==> config.mk <==
export PLATFORM = sky130hd
export DESIGN_NAME = vision_approach_steering
export DESIGN_NICKNAME = d
export VERILOG_FILES = /design/src/hw/rtl/vas_pkg.sv /design/src/hw/rtl/vas_ctrl.sv /design/src/hw/rtl/vas_dp.sv /design/src/hw/rtl/vision_approach_steering.sv
export VERILOG_INCLUDE_DIRS = /design/src /design/src/hw/rtl
export SDC_FILE = /design/constraint.sdc
export NUM_CORES = 1
export LEC_CHECK = 0
export BUFFER_PORTS_ARGS = -buffer_cell sky130_fd_sc_hd__buf_2
export CORE_MARGIN = 2
export CORE_UTILIZATION = 64
export CTS_BUF_LIST = sky130_fd_sc_hd__clkbuf_16
export CTS_CLUSTER_DIAMETER = 100
export DETAILED_ROUTE_END_ITERATION = 10
export GPL_ROUTABILITY_DRIVEN = 0
export GPL_TIMING_DRIVEN = 0
export PLACE_DENSITY = 0.84
export SYNTH_ARGS = -nofsm -noshare
export SYNTH_HDL_FRONTEND = slang
export SYNTH_SLANG_ARGS = --single-unit
export TNS_END_PERCENT = 100
==> constraint.sdc <==
create_clock -name clock -period 12 [get_ports clock]
set_clock_uncertainty 0.05 [all_clocks]
set_input_delay 1.8 -clock clock [delete_from_list [all_inputs] [get_ports clock]]
set_output_delay 1.8 -clock clock [all_outputs]
set_load 0.03 [all_outputs]
==> src/hw/rtl/vision_approach_steering_defines.svh <==
// assertion macros for the approach steering block
`ifndef VISION_APPROACH_STEERING_DEFINES_SVH
`define VISION_APPROACH_STEERING_DEFINES_SVH

`ifndef ASSERT_OFF
`define VAS_ASSERT_SAME(label, clk, rst, ante, cons) \
   label: assert property (@(posedge clk) disable iff (rst) (ante) |-> (cons)) \
      else $error("same-cycle check failed");
`define VAS_ASSERT_NEXT(label, clk, rst, ante, cons) \
   label: assert property (@(posedge clk) disable iff (rst) (ante) |=> (cons)) \
      else $error("next-cycle check failed");
`else
`define VAS_ASSERT_SAME(label, clk, rst, ante, cons)
`define VAS_ASSERT_NEXT(label, clk, rst, ante, cons)
`endif

`endif

==> src/hw/rtl/vas_pkg.sv <==
package vas_pkg;

   typedef enum logic [1:0] {
      MODE_ILLUM = 2'd0,
      MODE_SEEK  = 2'd1,
      MODE_GRAB  = 2'd2,
      MODE_DONE  = 2'd3
   } mode_type;

   localparam logic [1:0] LIGHT_NONE = 2'd0;
   localparam logic [1:0] LIGHT_ON   = 2'd1;
   localparam logic [1:0] LIGHT_OFF  = 2'd2;

   localparam int unsigned CSR_IDX_W = 3;
   localparam logic [CSR_IDX_W-1:0] CSR_SPEED_GAIN      = 3'd0;
   localparam logic [CSR_IDX_W-1:0] CSR_TURN_GAIN       = 3'd1;
   localparam logic [CSR_IDX_W-1:0] CSR_CLOSE_THRESHOLD = 3'd2;
   localparam logic [CSR_IDX_W-1:0] CSR_SEARCH_FLOOR    = 3'd3;
   localparam logic [CSR_IDX_W-1:0] CSR_SEARCH_DECAY    = 3'd4;

   localparam logic [14:0] RST_SPEED_GAIN      = 15'd9830;
   localparam logic [15:0] RST_TURN_GAIN       = 16'hd99a;
   localparam logic [14:0] RST_CLOSE_THRESHOLD = 15'd328;
   localparam logic [14:0] RST_SEARCH_FLOOR    = 15'd4915;
   localparam logic [14:0] RST_SEARCH_DECAY    = 15'd14746;

   localparam logic [15:0] DIR_INIT  = 16'd4915;
   localparam logic [14:0] NEAR_ZERO = 15'd328;
   localparam logic [14:0] Q_ONE     = 15'd16384;
   localparam logic [15:0] S16_MAX   = 16'd32767;
   localparam logic [15:0] S16_MIN_MAG = 16'd32768;

   // floor(mag / 16384 * 4.9) == floor(mag * 49 / 163840), thresholds per index step
   localparam int unsigned IDX_STEP = 163840;
   localparam int unsigned IDX_MUL  = 49;
   localparam int unsigned IDX_TH1 = (1 * IDX_STEP + IDX_MUL - 1) / IDX_MUL;
   localparam int unsigned IDX_TH2 = (2 * IDX_STEP + IDX_MUL - 1) / IDX_MUL;
   localparam int unsigned IDX_TH3 = (3 * IDX_STEP + IDX_MUL - 1) / IDX_MUL;
   localparam int unsigned IDX_TH4 = (4 * IDX_STEP + IDX_MUL - 1) / IDX_MUL;

   localparam logic [14:0] SPEED_TAB [0:4][0:4] = '{
      '{15'd3277, 15'd6554, 15'd13107, 15'd16384, 15'd16384},
      '{15'd0,    15'd3277, 15'd8192,  15'd11469, 15'd11469},
      '{15'd0,    15'd3277, 15'd3277,  15'd6554,  15'd8192},
      '{15'd0,    15'd3277, 15'd3277,  15'd4915,  15'd6554},
      '{15'd0,    15'd3277, 15'd3277,  15'd3277,  15'd4915}
   };
   localparam logic [14:0] ROT_TAB [0:4] = '{
      15'd1638, 15'd3277, 15'd3277, 15'd4915, 15'd6554
   };

   typedef struct packed {
      logic        cmd;
      logic        target_found;
      logic [14:0] distance;
      logic [15:0] direction;
      logic        arm_up;
      logic        claw_open;
   } req_type;

   typedef struct packed {
      logic        drive_valid;
      logic [14:0] drive_speed;
      logic [15:0] drive_turn;
      logic [1:0]  light_cmd;
      logic        lower_arm;
      logic        open_gripper;
      logic        dark_image;
      logic [1:0]  mode_now;
      logic        finished;
   } rsp_type;

   typedef struct packed {
      logic load;
      logic mul1;
      logic rnd;
      logic mul2;
      logic commit;
   } ctrl_cmd_type;

   function automatic logic [2:0] tab_index(input logic [15:0] mag);
      logic [2:0] idx;
      if (32'(mag) >= IDX_TH4) begin
         idx = 3'd4;
      end else if (32'(mag) >= IDX_TH3) begin
         idx = 3'd3;
      end else if (32'(mag) >= IDX_TH2) begin
         idx = 3'd2;
      end else if (32'(mag) >= IDX_TH1) begin
         idx = 3'd1;
      end else begin
         idx = 3'd0;
      end
      return idx;
   endfunction

   // q14 product rounding, half away from zero on magnitudes
   function automatic logic [18:0] q_round(input logic [31:0] prod);
      logic [32:0] sum;
      sum = 33'(prod) + 33'd8192;
      return sum[32:14];
   endfunction

   function automatic logic [15:0] abs16(input logic [15:0] v);
      return v[15] ? 16'(16'd0 - v) : v;
   endfunction

endpackage

==> src/hw/rtl/vas_ctrl.sv <==
module vas_ctrl (
   input  logic                  clock,
   input  logic                  reset,
   input  logic                  req_valid,
   output logic                  req_stall,
   output logic                  rsp_valid,
   input  logic                  rsp_stall,
   output vas_pkg::ctrl_cmd_type cmd
);
   import vas_pkg::*;

   typedef enum logic [4:0] {
      S_IDLE = 5'b00001,
      S_MUL1 = 5'b00010,
      S_RND  = 5'b00100,
      S_MUL2 = 5'b01000,
      S_OUT  = 5'b10000
   } ctrl_state_type;

   ctrl_state_type state_ff, state_in;
   logic           rsp_valid_ff, rsp_valid_in;
   logic           slot_free;

   assign slot_free = !rsp_valid_ff || !rsp_stall;

   always_comb begin
      state_in = state_ff;
      cmd      = '0;
      unique case (state_ff)
         S_IDLE: begin
            if (req_valid) begin
               cmd.load = 1'b1;
               state_in = S_MUL1;
            end
         end
         S_MUL1: begin
            cmd.mul1 = 1'b1;
            state_in = S_RND;
         end
         S_RND: begin
            cmd.rnd  = 1'b1;
            state_in = S_MUL2;
         end
         S_MUL2: begin
            cmd.mul2 = 1'b1;
            state_in = S_OUT;
         end
         S_OUT: begin
            if (slot_free) begin
               cmd.commit = 1'b1;
               state_in   = S_IDLE;
            end
         end
         default: state_in = S_IDLE;
      endcase
   end

   assign rsp_valid_in = cmd.commit || (rsp_valid_ff && rsp_stall);

   always_ff @(posedge clock) begin
      if (reset) begin
         state_ff     <= S_IDLE;
         rsp_valid_ff <= 1'b0;
      end else begin
         state_ff     <= state_in;
         rsp_valid_ff <= rsp_valid_in;
      end
   end

   assign req_stall = (state_ff != S_IDLE);
   assign rsp_valid = rsp_valid_ff;

endmodule

==> src/hw/rtl/vas_dp.sv <==
module vas_dp (
   input  logic                            clock,
   input  logic                            reset,
   input  vas_pkg::ctrl_cmd_type           cmd,
   input  vas_pkg::req_type                req_data,
   input  logic                            csr_we,
   input  logic [vas_pkg::CSR_IDX_W-1:0]   csr_index,
   input  logic [15:0]                     csr_wdata,
   output vas_pkg::rsp_type                rsp_data
);
   import vas_pkg::*;

   logic [14:0] speed_gain_ff;
   logic [15:0] turn_gain_ff;
   logic [14:0] close_threshold_ff;
   logic [14:0] search_floor_ff;
   logic [14:0] search_decay_ff;

   mode_type    mode_ff, mode_in;
   logic [15:0] last_dir_ff, last_dir_in;

   req_type     in_ff;
   logic [31:0] prod_ff, prod_in;
   logic [14:0] spd_ff;
   logic [15:0] t_ff, t_in;
   logic        neg_ff;
   rsp_type     rsp_ff, rsp_in;

   logic        dir_neg, ld_neg, decay_on;
   logic [15:0] dir_mag, ld_mag, dec_mag, dec_t, floor_t, rot_t;
   logic [2:0]  dir_idx, dist_idx;
   logic [14:0] spd_entry, rot_mag, trn_mag;
   logic [15:0] mul_a, mul_b;
   logic [18:0] r_val;
   logic        reached;

   always_ff @(posedge clock) begin
      if (reset) begin
         speed_gain_ff      <= RST_SPEED_GAIN;
         turn_gain_ff       <= RST_TURN_GAIN;
         close_threshold_ff <= RST_CLOSE_THRESHOLD;
         search_floor_ff    <= RST_SEARCH_FLOOR;
         search_decay_ff    <= RST_SEARCH_DECAY;
      end else if (csr_we) begin
         unique case (csr_index)
            CSR_SPEED_GAIN:      speed_gain_ff      <= csr_wdata[14:0];
            CSR_TURN_GAIN:       turn_gain_ff       <= csr_wdata;
            CSR_CLOSE_THRESHOLD: close_threshold_ff <= csr_wdata[14:0];
            CSR_SEARCH_FLOOR:    search_floor_ff    <= csr_wdata[14:0];
            CSR_SEARCH_DECAY:    search_decay_ff    <= csr_wdata[14:0];
            default: ;
         endcase
      end
   end

   // operand decode
   assign dir_neg   = in_ff.direction[15];
   assign dir_mag   = abs16(in_ff.direction);
   assign dir_idx   = tab_index(dir_mag);
   assign dist_idx  = tab_index({1'b0, in_ff.distance});
   assign spd_entry = (in_ff.distance < NEAR_ZERO) ? 15'd0 : SPEED_TAB[dir_idx][dist_idx];
   assign rot_mag   = ROT_TAB[dir_idx];
   assign rot_t     = dir_neg ? 16'(16'd0 - {1'b0, rot_mag}) : {1'b0, rot_mag};
   assign ld_neg    = last_dir_ff[15];
   assign ld_mag    = abs16(last_dir_ff);
   assign decay_on  = ld_mag >= {1'b0, search_floor_ff};
   assign floor_t   = ld_neg ? 16'(16'd0 - {1'b0, search_floor_ff}) : {1'b0, search_floor_ff};
   assign reached   = in_ff.distance <= close_threshold_ff;

   assign r_val = q_round(prod_ff);

   // saturate the decayed direction to 16 bits signed
   always_comb begin
      if (ld_neg) begin
         dec_mag = (r_val > 19'(S16_MIN_MAG)) ? S16_MIN_MAG : r_val[15:0];
         dec_t   = 16'(16'd0 - dec_mag);
      end else begin
         dec_mag = (r_val > 19'(S16_MAX)) ? S16_MAX : r_val[15:0];
         dec_t   = dec_mag;
      end
   end

   always_comb begin
      if (cmd.mul1) begin
         mul_a = in_ff.target_found ? {1'b0, speed_gain_ff} : ld_mag;
         mul_b = in_ff.target_found ? {1'b0, spd_entry} : {1'b0, search_decay_ff};
      end else begin
         mul_a = abs16(turn_gain_ff);
         mul_b = abs16(t_ff);
      end
      prod_in = mul_a * mul_b;
   end

   always_comb begin
      if (in_ff.target_found) begin
         t_in = rot_t;
      end else if (decay_on) begin
         t_in = dec_t;
      end else begin
         t_in = floor_t;
      end
   end

   always_ff @(posedge clock) begin
      if (cmd.load) begin
         in_ff <= req_data;
      end
      if (cmd.mul1 || cmd.mul2) begin
         prod_ff <= prod_in;
      end
      if (cmd.rnd) begin
         spd_ff <= (r_val > 19'(Q_ONE)) ? Q_ONE : r_val[14:0];
         t_ff   <= t_in;
      end
      if (cmd.mul2) begin
         neg_ff <= turn_gain_ff[15] ^ t_ff[15];
      end
   end

   assign trn_mag = (r_val > 19'(Q_ONE)) ? Q_ONE : r_val[14:0];

   always_comb begin
      rsp_in      = '0;
      mode_in     = mode_ff;
      last_dir_in = last_dir_ff;
      if (!in_ff.cmd) begin
         rsp_in.dark_image = 1'b1;
         mode_in           = MODE_ILLUM;
         last_dir_in       = DIR_INIT;
      end else begin
         unique case (mode_ff)
            MODE_ILLUM: begin
               rsp_in.light_cmd    = LIGHT_ON;
               rsp_in.lower_arm    = in_ff.arm_up;
               rsp_in.open_gripper = !in_ff.claw_open;
               mode_in             = MODE_SEEK;
               last_dir_in         = DIR_INIT;
            end
            MODE_SEEK: begin
               rsp_in.drive_valid = 1'b1;
               if (in_ff.target_found) begin
                  last_dir_in = in_ff.direction;
                  if (reached) begin
                     mode_in = MODE_GRAB;
                  end else begin
                     rsp_in.drive_speed = spd_ff;
                     rsp_in.drive_turn  = neg_ff ? 16'(16'd0 - {1'b0, trn_mag})
                                                 : {1'b0, trn_mag};
                  end
               end else begin
                  if (decay_on) begin
                     last_dir_in = t_ff;
                  end
                  rsp_in.drive_turn = neg_ff ? 16'(16'd0 - {1'b0, trn_mag})
                                             : {1'b0, trn_mag};
               end
            end
            MODE_GRAB: begin
               rsp_in.light_cmd = LIGHT_OFF;
               mode_in          = MODE_DONE;
            end
            MODE_DONE: begin
               rsp_in.light_cmd = LIGHT_OFF;
            end
         endcase
      end
      rsp_in.mode_now = mode_in;
      rsp_in.finished = (mode_in == MODE_DONE);
   end

   always_ff @(posedge clock) begin
      if (reset) begin
         mode_ff     <= MODE_ILLUM;
         last_dir_ff <= DIR_INIT;
      end else if (cmd.commit) begin
         mode_ff     <= mode_in;
         last_dir_ff <= last_dir_in;
      end
   end

   always_ff @(posedge clock) begin
      if (cmd.commit) begin
         rsp_ff <= rsp_in;
      end
   end

   assign rsp_data = rsp_ff;

endmodule

==> src/hw/rtl/vision_approach_steering.sv <==
// approach steering controller: turns vision reports into drive, light, arm
// and claw requests through a four-mode sequence (illuminate, seek, grab, done)
// req channel: one request per control tick, req_valid/req_stall; cmd=0
//   restarts the sequence and asks for a dark exposure
// rsp channel: exactly one result per request, rsp_valid/rsp_stall, held in
//   an output register until taken
// csr channel: register writes by index with csr_valid/csr_ready; ready is
//   always high, writes belong between requests
// the request is registered, then the single shared 16x16 multiplier forms
//   the speed or decay product, a rounding step follows, then the turn
//   product, and the result is registered; no new request is taken before that
// a new request is taken while the previous result still waits; the final
//   step holds until the output register is free, so a stalled receiver
//   holds off the next request after one more is taken
// reset: sync, active high; mode returns to illuminate, remembered direction
//   to 0.3, registers to defaults, both channels empty
`include "vision_approach_steering_defines.svh"

module vision_approach_steering (
   input  logic                          clock,
   input  logic                          reset,
   input  logic                          req_valid,
   output logic                          req_stall,
   input  vas_pkg::req_type              req_data,
   output logic                          rsp_valid,
   input  logic                          rsp_stall,
   output vas_pkg::rsp_type              rsp_data,
   input  logic                          csr_valid,
   output logic                          csr_ready,
   input  logic [vas_pkg::CSR_IDX_W-1:0] csr_index,
   input  logic [15:0]                   csr_wdata
);
   import vas_pkg::*;

   ctrl_cmd_type cmd;
   logic         csr_we;

   assign csr_ready = 1'b1;
   assign csr_we    = csr_valid && csr_ready;

   vas_ctrl u_ctrl (
      .clock     (clock),
      .reset     (reset),
      .req_valid (req_valid),
      .req_stall (req_stall),
      .rsp_valid (rsp_valid),
      .rsp_stall (rsp_stall),
      .cmd       (cmd)
   );

   vas_dp u_dp (
      .clock     (clock),
      .reset     (reset),
      .cmd       (cmd),
      .req_data  (req_data),
      .csr_we    (csr_we),
      .csr_index (csr_index),
      .csr_wdata (csr_wdata),
      .rsp_data  (rsp_data)
   );

   `VAS_ASSERT_NEXT(a_busy_after_accept, clock, reset, req_valid && !req_stall, req_stall)
   `VAS_ASSERT_SAME(a_finished_matches_mode, clock, reset, rsp_valid, rsp_data.finished == (rsp_data.mode_now == MODE_DONE))
   `VAS_ASSERT_SAME(a_no_drive_is_zero, clock, reset, rsp_valid && !rsp_data.drive_valid, rsp_data.drive_speed == 15'd0 && rsp_data.drive_turn == 16'd0)
   `VAS_ASSERT_SAME(a_dark_only_on_restart, clock, reset, rsp_valid && rsp_data.dark_image, rsp_data.mode_now == MODE_ILLUM && rsp_data.light_cmd == LIGHT_NONE)

endmodule

==> reports/results.ini <==
[clock_tree]
clkSlewWorstSetupHoldPaths_ns=0.06
cts_buffers=25
cts.sinks=226
cts_tree=built
htreeDepth=1
cts.path.max_buffers=3
cts_root_buffer=clkbuf_16
clk_latency_ns=0.54

[setup_path]
crit_required_ns=12.22
crit_arrival_ns=11.79
crit_top_cell=fa_1
slowest_stage=fa_1
endpoint_kind=register
cp_max_fo=10
slowest_delay_ns=0.56
path_class=reg -> reg
worstSetupStartpointType=register

[route]
wl_met3_um=7800
wire_per_inst_um=20.1
wl_met1_um=21800
dr.pass1.iters=9
finalWirelength_um=59900
drt_iter0_drc=2181
via_per_inst=6.26
drcViolationCount=0
final_antenna_net_count=0
vias=18700
top_layer=met4
route.met2.wl_um=26700

[final_layout]
n_fill_cell=2365
final_cell_area_um2=23100
area_delta_synth_final_pct=9.84
drive_above_1_share_pct=8.97
nNetsFinal=2916

[global_routing]
grt_pass1_wl_um=94900
grt_max_degree=36
grtUsageTotal_pct=35.7
grt_pass1_vias=18300
grt_antenna_before_repair=1
gr-total-overflow=0

[die]
die_area_um2=34400
die_y_um=185
boundaryPins=102
rows=66
die_w_um=185
start_util_pct=64.9
core-area_um2=32500

[logic_synthesis]
syn_nets=2781
netlist_instances=2387
yosysWarningCount=0
post-synth-top-area-fraction_pct=18.4
synthDistinctLibCells=81
synthArstFlopShare_pct=0
syn_area_um2=21100
synth.yosys.seq_area_share_pct=27.5
synthFlopType=edfxtp_1
ys_ff_latch=226
synth_edf_count=126
synth.most_common_cell=nand2_1
synth_area_leaders=fa_1 18%, edfxtp_1 18%, dfxtp_1 9.5%
synth_top_cell_by_area=fa_1
synth_common_cells=378 x nand2_1, 274 x inv_1, 211 x nor2_1
avgSynthCellArea_um2=8.82

[timing]
fin_crit_ns=11.57
slew_viol_final=0
final-hold-violation-count=0
setup-tns-final_ns=0
fin_crit_sh_pct=96.4
max_freq_ghz=0.0865
worst_hold_slack_ns=0.404
tightestPinTransition_ns=1.27
setup_violations=0
slew_headroom_pct=14.9

[flow_run]
maxCapViolations=0

[run_status]
outcome=finished, final reports clean

[power_and_ir_drop]
vdd_drop_max_uv=454
leakage_uw=0.0104
power.density_nw_per_um2=213
total_power_uw=4930

[placed_design]
port_buffers=98
placed_cell_area_um2=22100
dp_hpwl_um=47100

[worst_hold_path]
hold_class=reg -> reg

## final cells by class
cell class / instances / area (um2) / share of cell area [%]
multi-input combinational: 1774 / 13900 / 60.2
tap: 442 / 553 / 2.39
sequential: 226 / 5790 / 25.0
clock buffer: 26 / 651 / 2.81
clock inverter: 20 / 138 / 0.595
inverter: 275 / 1030 / 4.46
antenna: 1 / 2.50 / 0.0108
timing repair buffer: 108 / 576 / 2.49
buffer: 112 / 464 / 2.01
## logic make-up after synthesis
group	share of synthesized area, %
buffers and inverters	7.06
AND/OR/NAND/NOR	19.5
adder cells (fa/ha/maj)	26.8
multiplexers	2.04
flip-flops	27.5
AO/OA/AOI/OAI	12.4
XOR/XNOR	4.70
other	0.0178
## routing by layer
layer  track usage, %  vias up
met3             10.5      320
li1                 -     8233
met2             55.7     1333
met4             19.4        0
met5                0        -
met1             44.6     8779
## through the flow
step | cells | setup slack, ns | utilization, %
after CTS | 2974 | 0.0353 | 70.7
after global placement | 2927 | 0.0625 | 68.1
after global routing | 2983 | -0.0551 | 71.2
after floorplan | 2387 | 2.09 | -
after detailed placement | 2928 | -0.255 | 68.2
final | 2984 | 0.435 | 71.2
## timing repair
action	in CTS	in global routing
gates resized for setup	2	38
pin swaps	0	4
endpoints found under the setup margin	3	12
buffers inserted	0	8
hold buffers	0	0
## sequential cells by signal, indices dropped and copies added (netlist names)
register	flops
u_dp.rsp_data	40
u_dp.neg_ff	1
u_dp.prod_ff	19
u_dp.mode_ff	2
u_dp.search_decay_ff	15
u_dp.in_ff	34
u_ctrl.rsp_valid	1
u_dp.dir_neg	1
u_dp.search_floor_ff	15
u_dp.spd_ff	15
u_dp.last_dir_ff	16
u_dp.turn_gain_ff	16
u_ctrl.state_ff	5
u_dp.speed_gain_ff	15
u_dp.close_threshold_ff	15
u_dp.t_ff	16
## path summary, 6_finish.rpt
check	from	endpoint	slack [ns]	cells past startpoint
setup reg to reg	u_dp.in_ff[2]$_DFFE_PP_	u_dp.prod_ff[28]$_DFFE_PP_	0.43	37
hold / removal	u_dp.close_threshold_ff[1]$_SDFFE_PP0P_	u_dp.close_threshold_ff[1]$_SDFFE_PP0P_	0.40	2
hold reg to reg	u_dp.close_threshold_ff[1]$_SDFFE_PP0P_	u_dp.close_threshold_ff[1]$_SDFFE_PP0P_	0.40	2
setup / recovery	u_dp.in_ff[2]$_DFFE_PP_	u_dp.prod_ff[28]$_DFFE_PP_	0.43	37
## layout by cell type (no fill, tap or decap), types with 9 or more instances in the layout
cell	netlist	routed
nand2_1	378	378
inv_1	274	276
nor2_1	211	209
fa_1	193	193
ha_1	142	142
edfxtp_1	126	126
a21oi_1	117	115
buf_2	2	100
dfxtp_1	100	100
clkbuf_1	96	89
o21ai_0	75	75
xnor2_1	66	64
and2_1	50	50
xor2_1	45	45
nand3b_1	38	38
nand3_1	34	34
a21o_1	32	32
nand2b_1	29	29
nor3_1	29	28
clkbuf_16	0	26
mux2i_1	25	22
nor2b_1	22	21
o21a_1	20	20
nand4_1	19	19
or3_1	17	17
o31ai_1	23	17
and3_1	16	16
mux2_2	14	14
nor4_1	13	13
a31oi_1	13	13
a211o_1	12	12
buf_4	2	11
a211oi_1	11	11
o31a_1	10	10
or2_2	10	10
o21ai_1	11	10
buf_1	9	9
## worst max-delay path: cells and delay by family, from the launching register on
kind	cells	cell delay, ns
flip-flops	1	0.35
buffers and inverters	8	1.24
AND/OR/NAND/NOR	6	1.35
XOR/XNOR	2	0.72
AO/OA/AOI/OAI	11	2.99
multiplexers	1	0.46
adder cells (fa/ha/maj)	9	4.11
## power by group
group	leakage (uW)	internal (uW)	total [uW]	switching, uW
logic	0.00796	1240	3180	1950
clock network	0.000409	418	736	318
registers	0.00205	981	1010	33.3
total	0.0104	2640	4930	2300
Power figures use the tool's default switching activity.
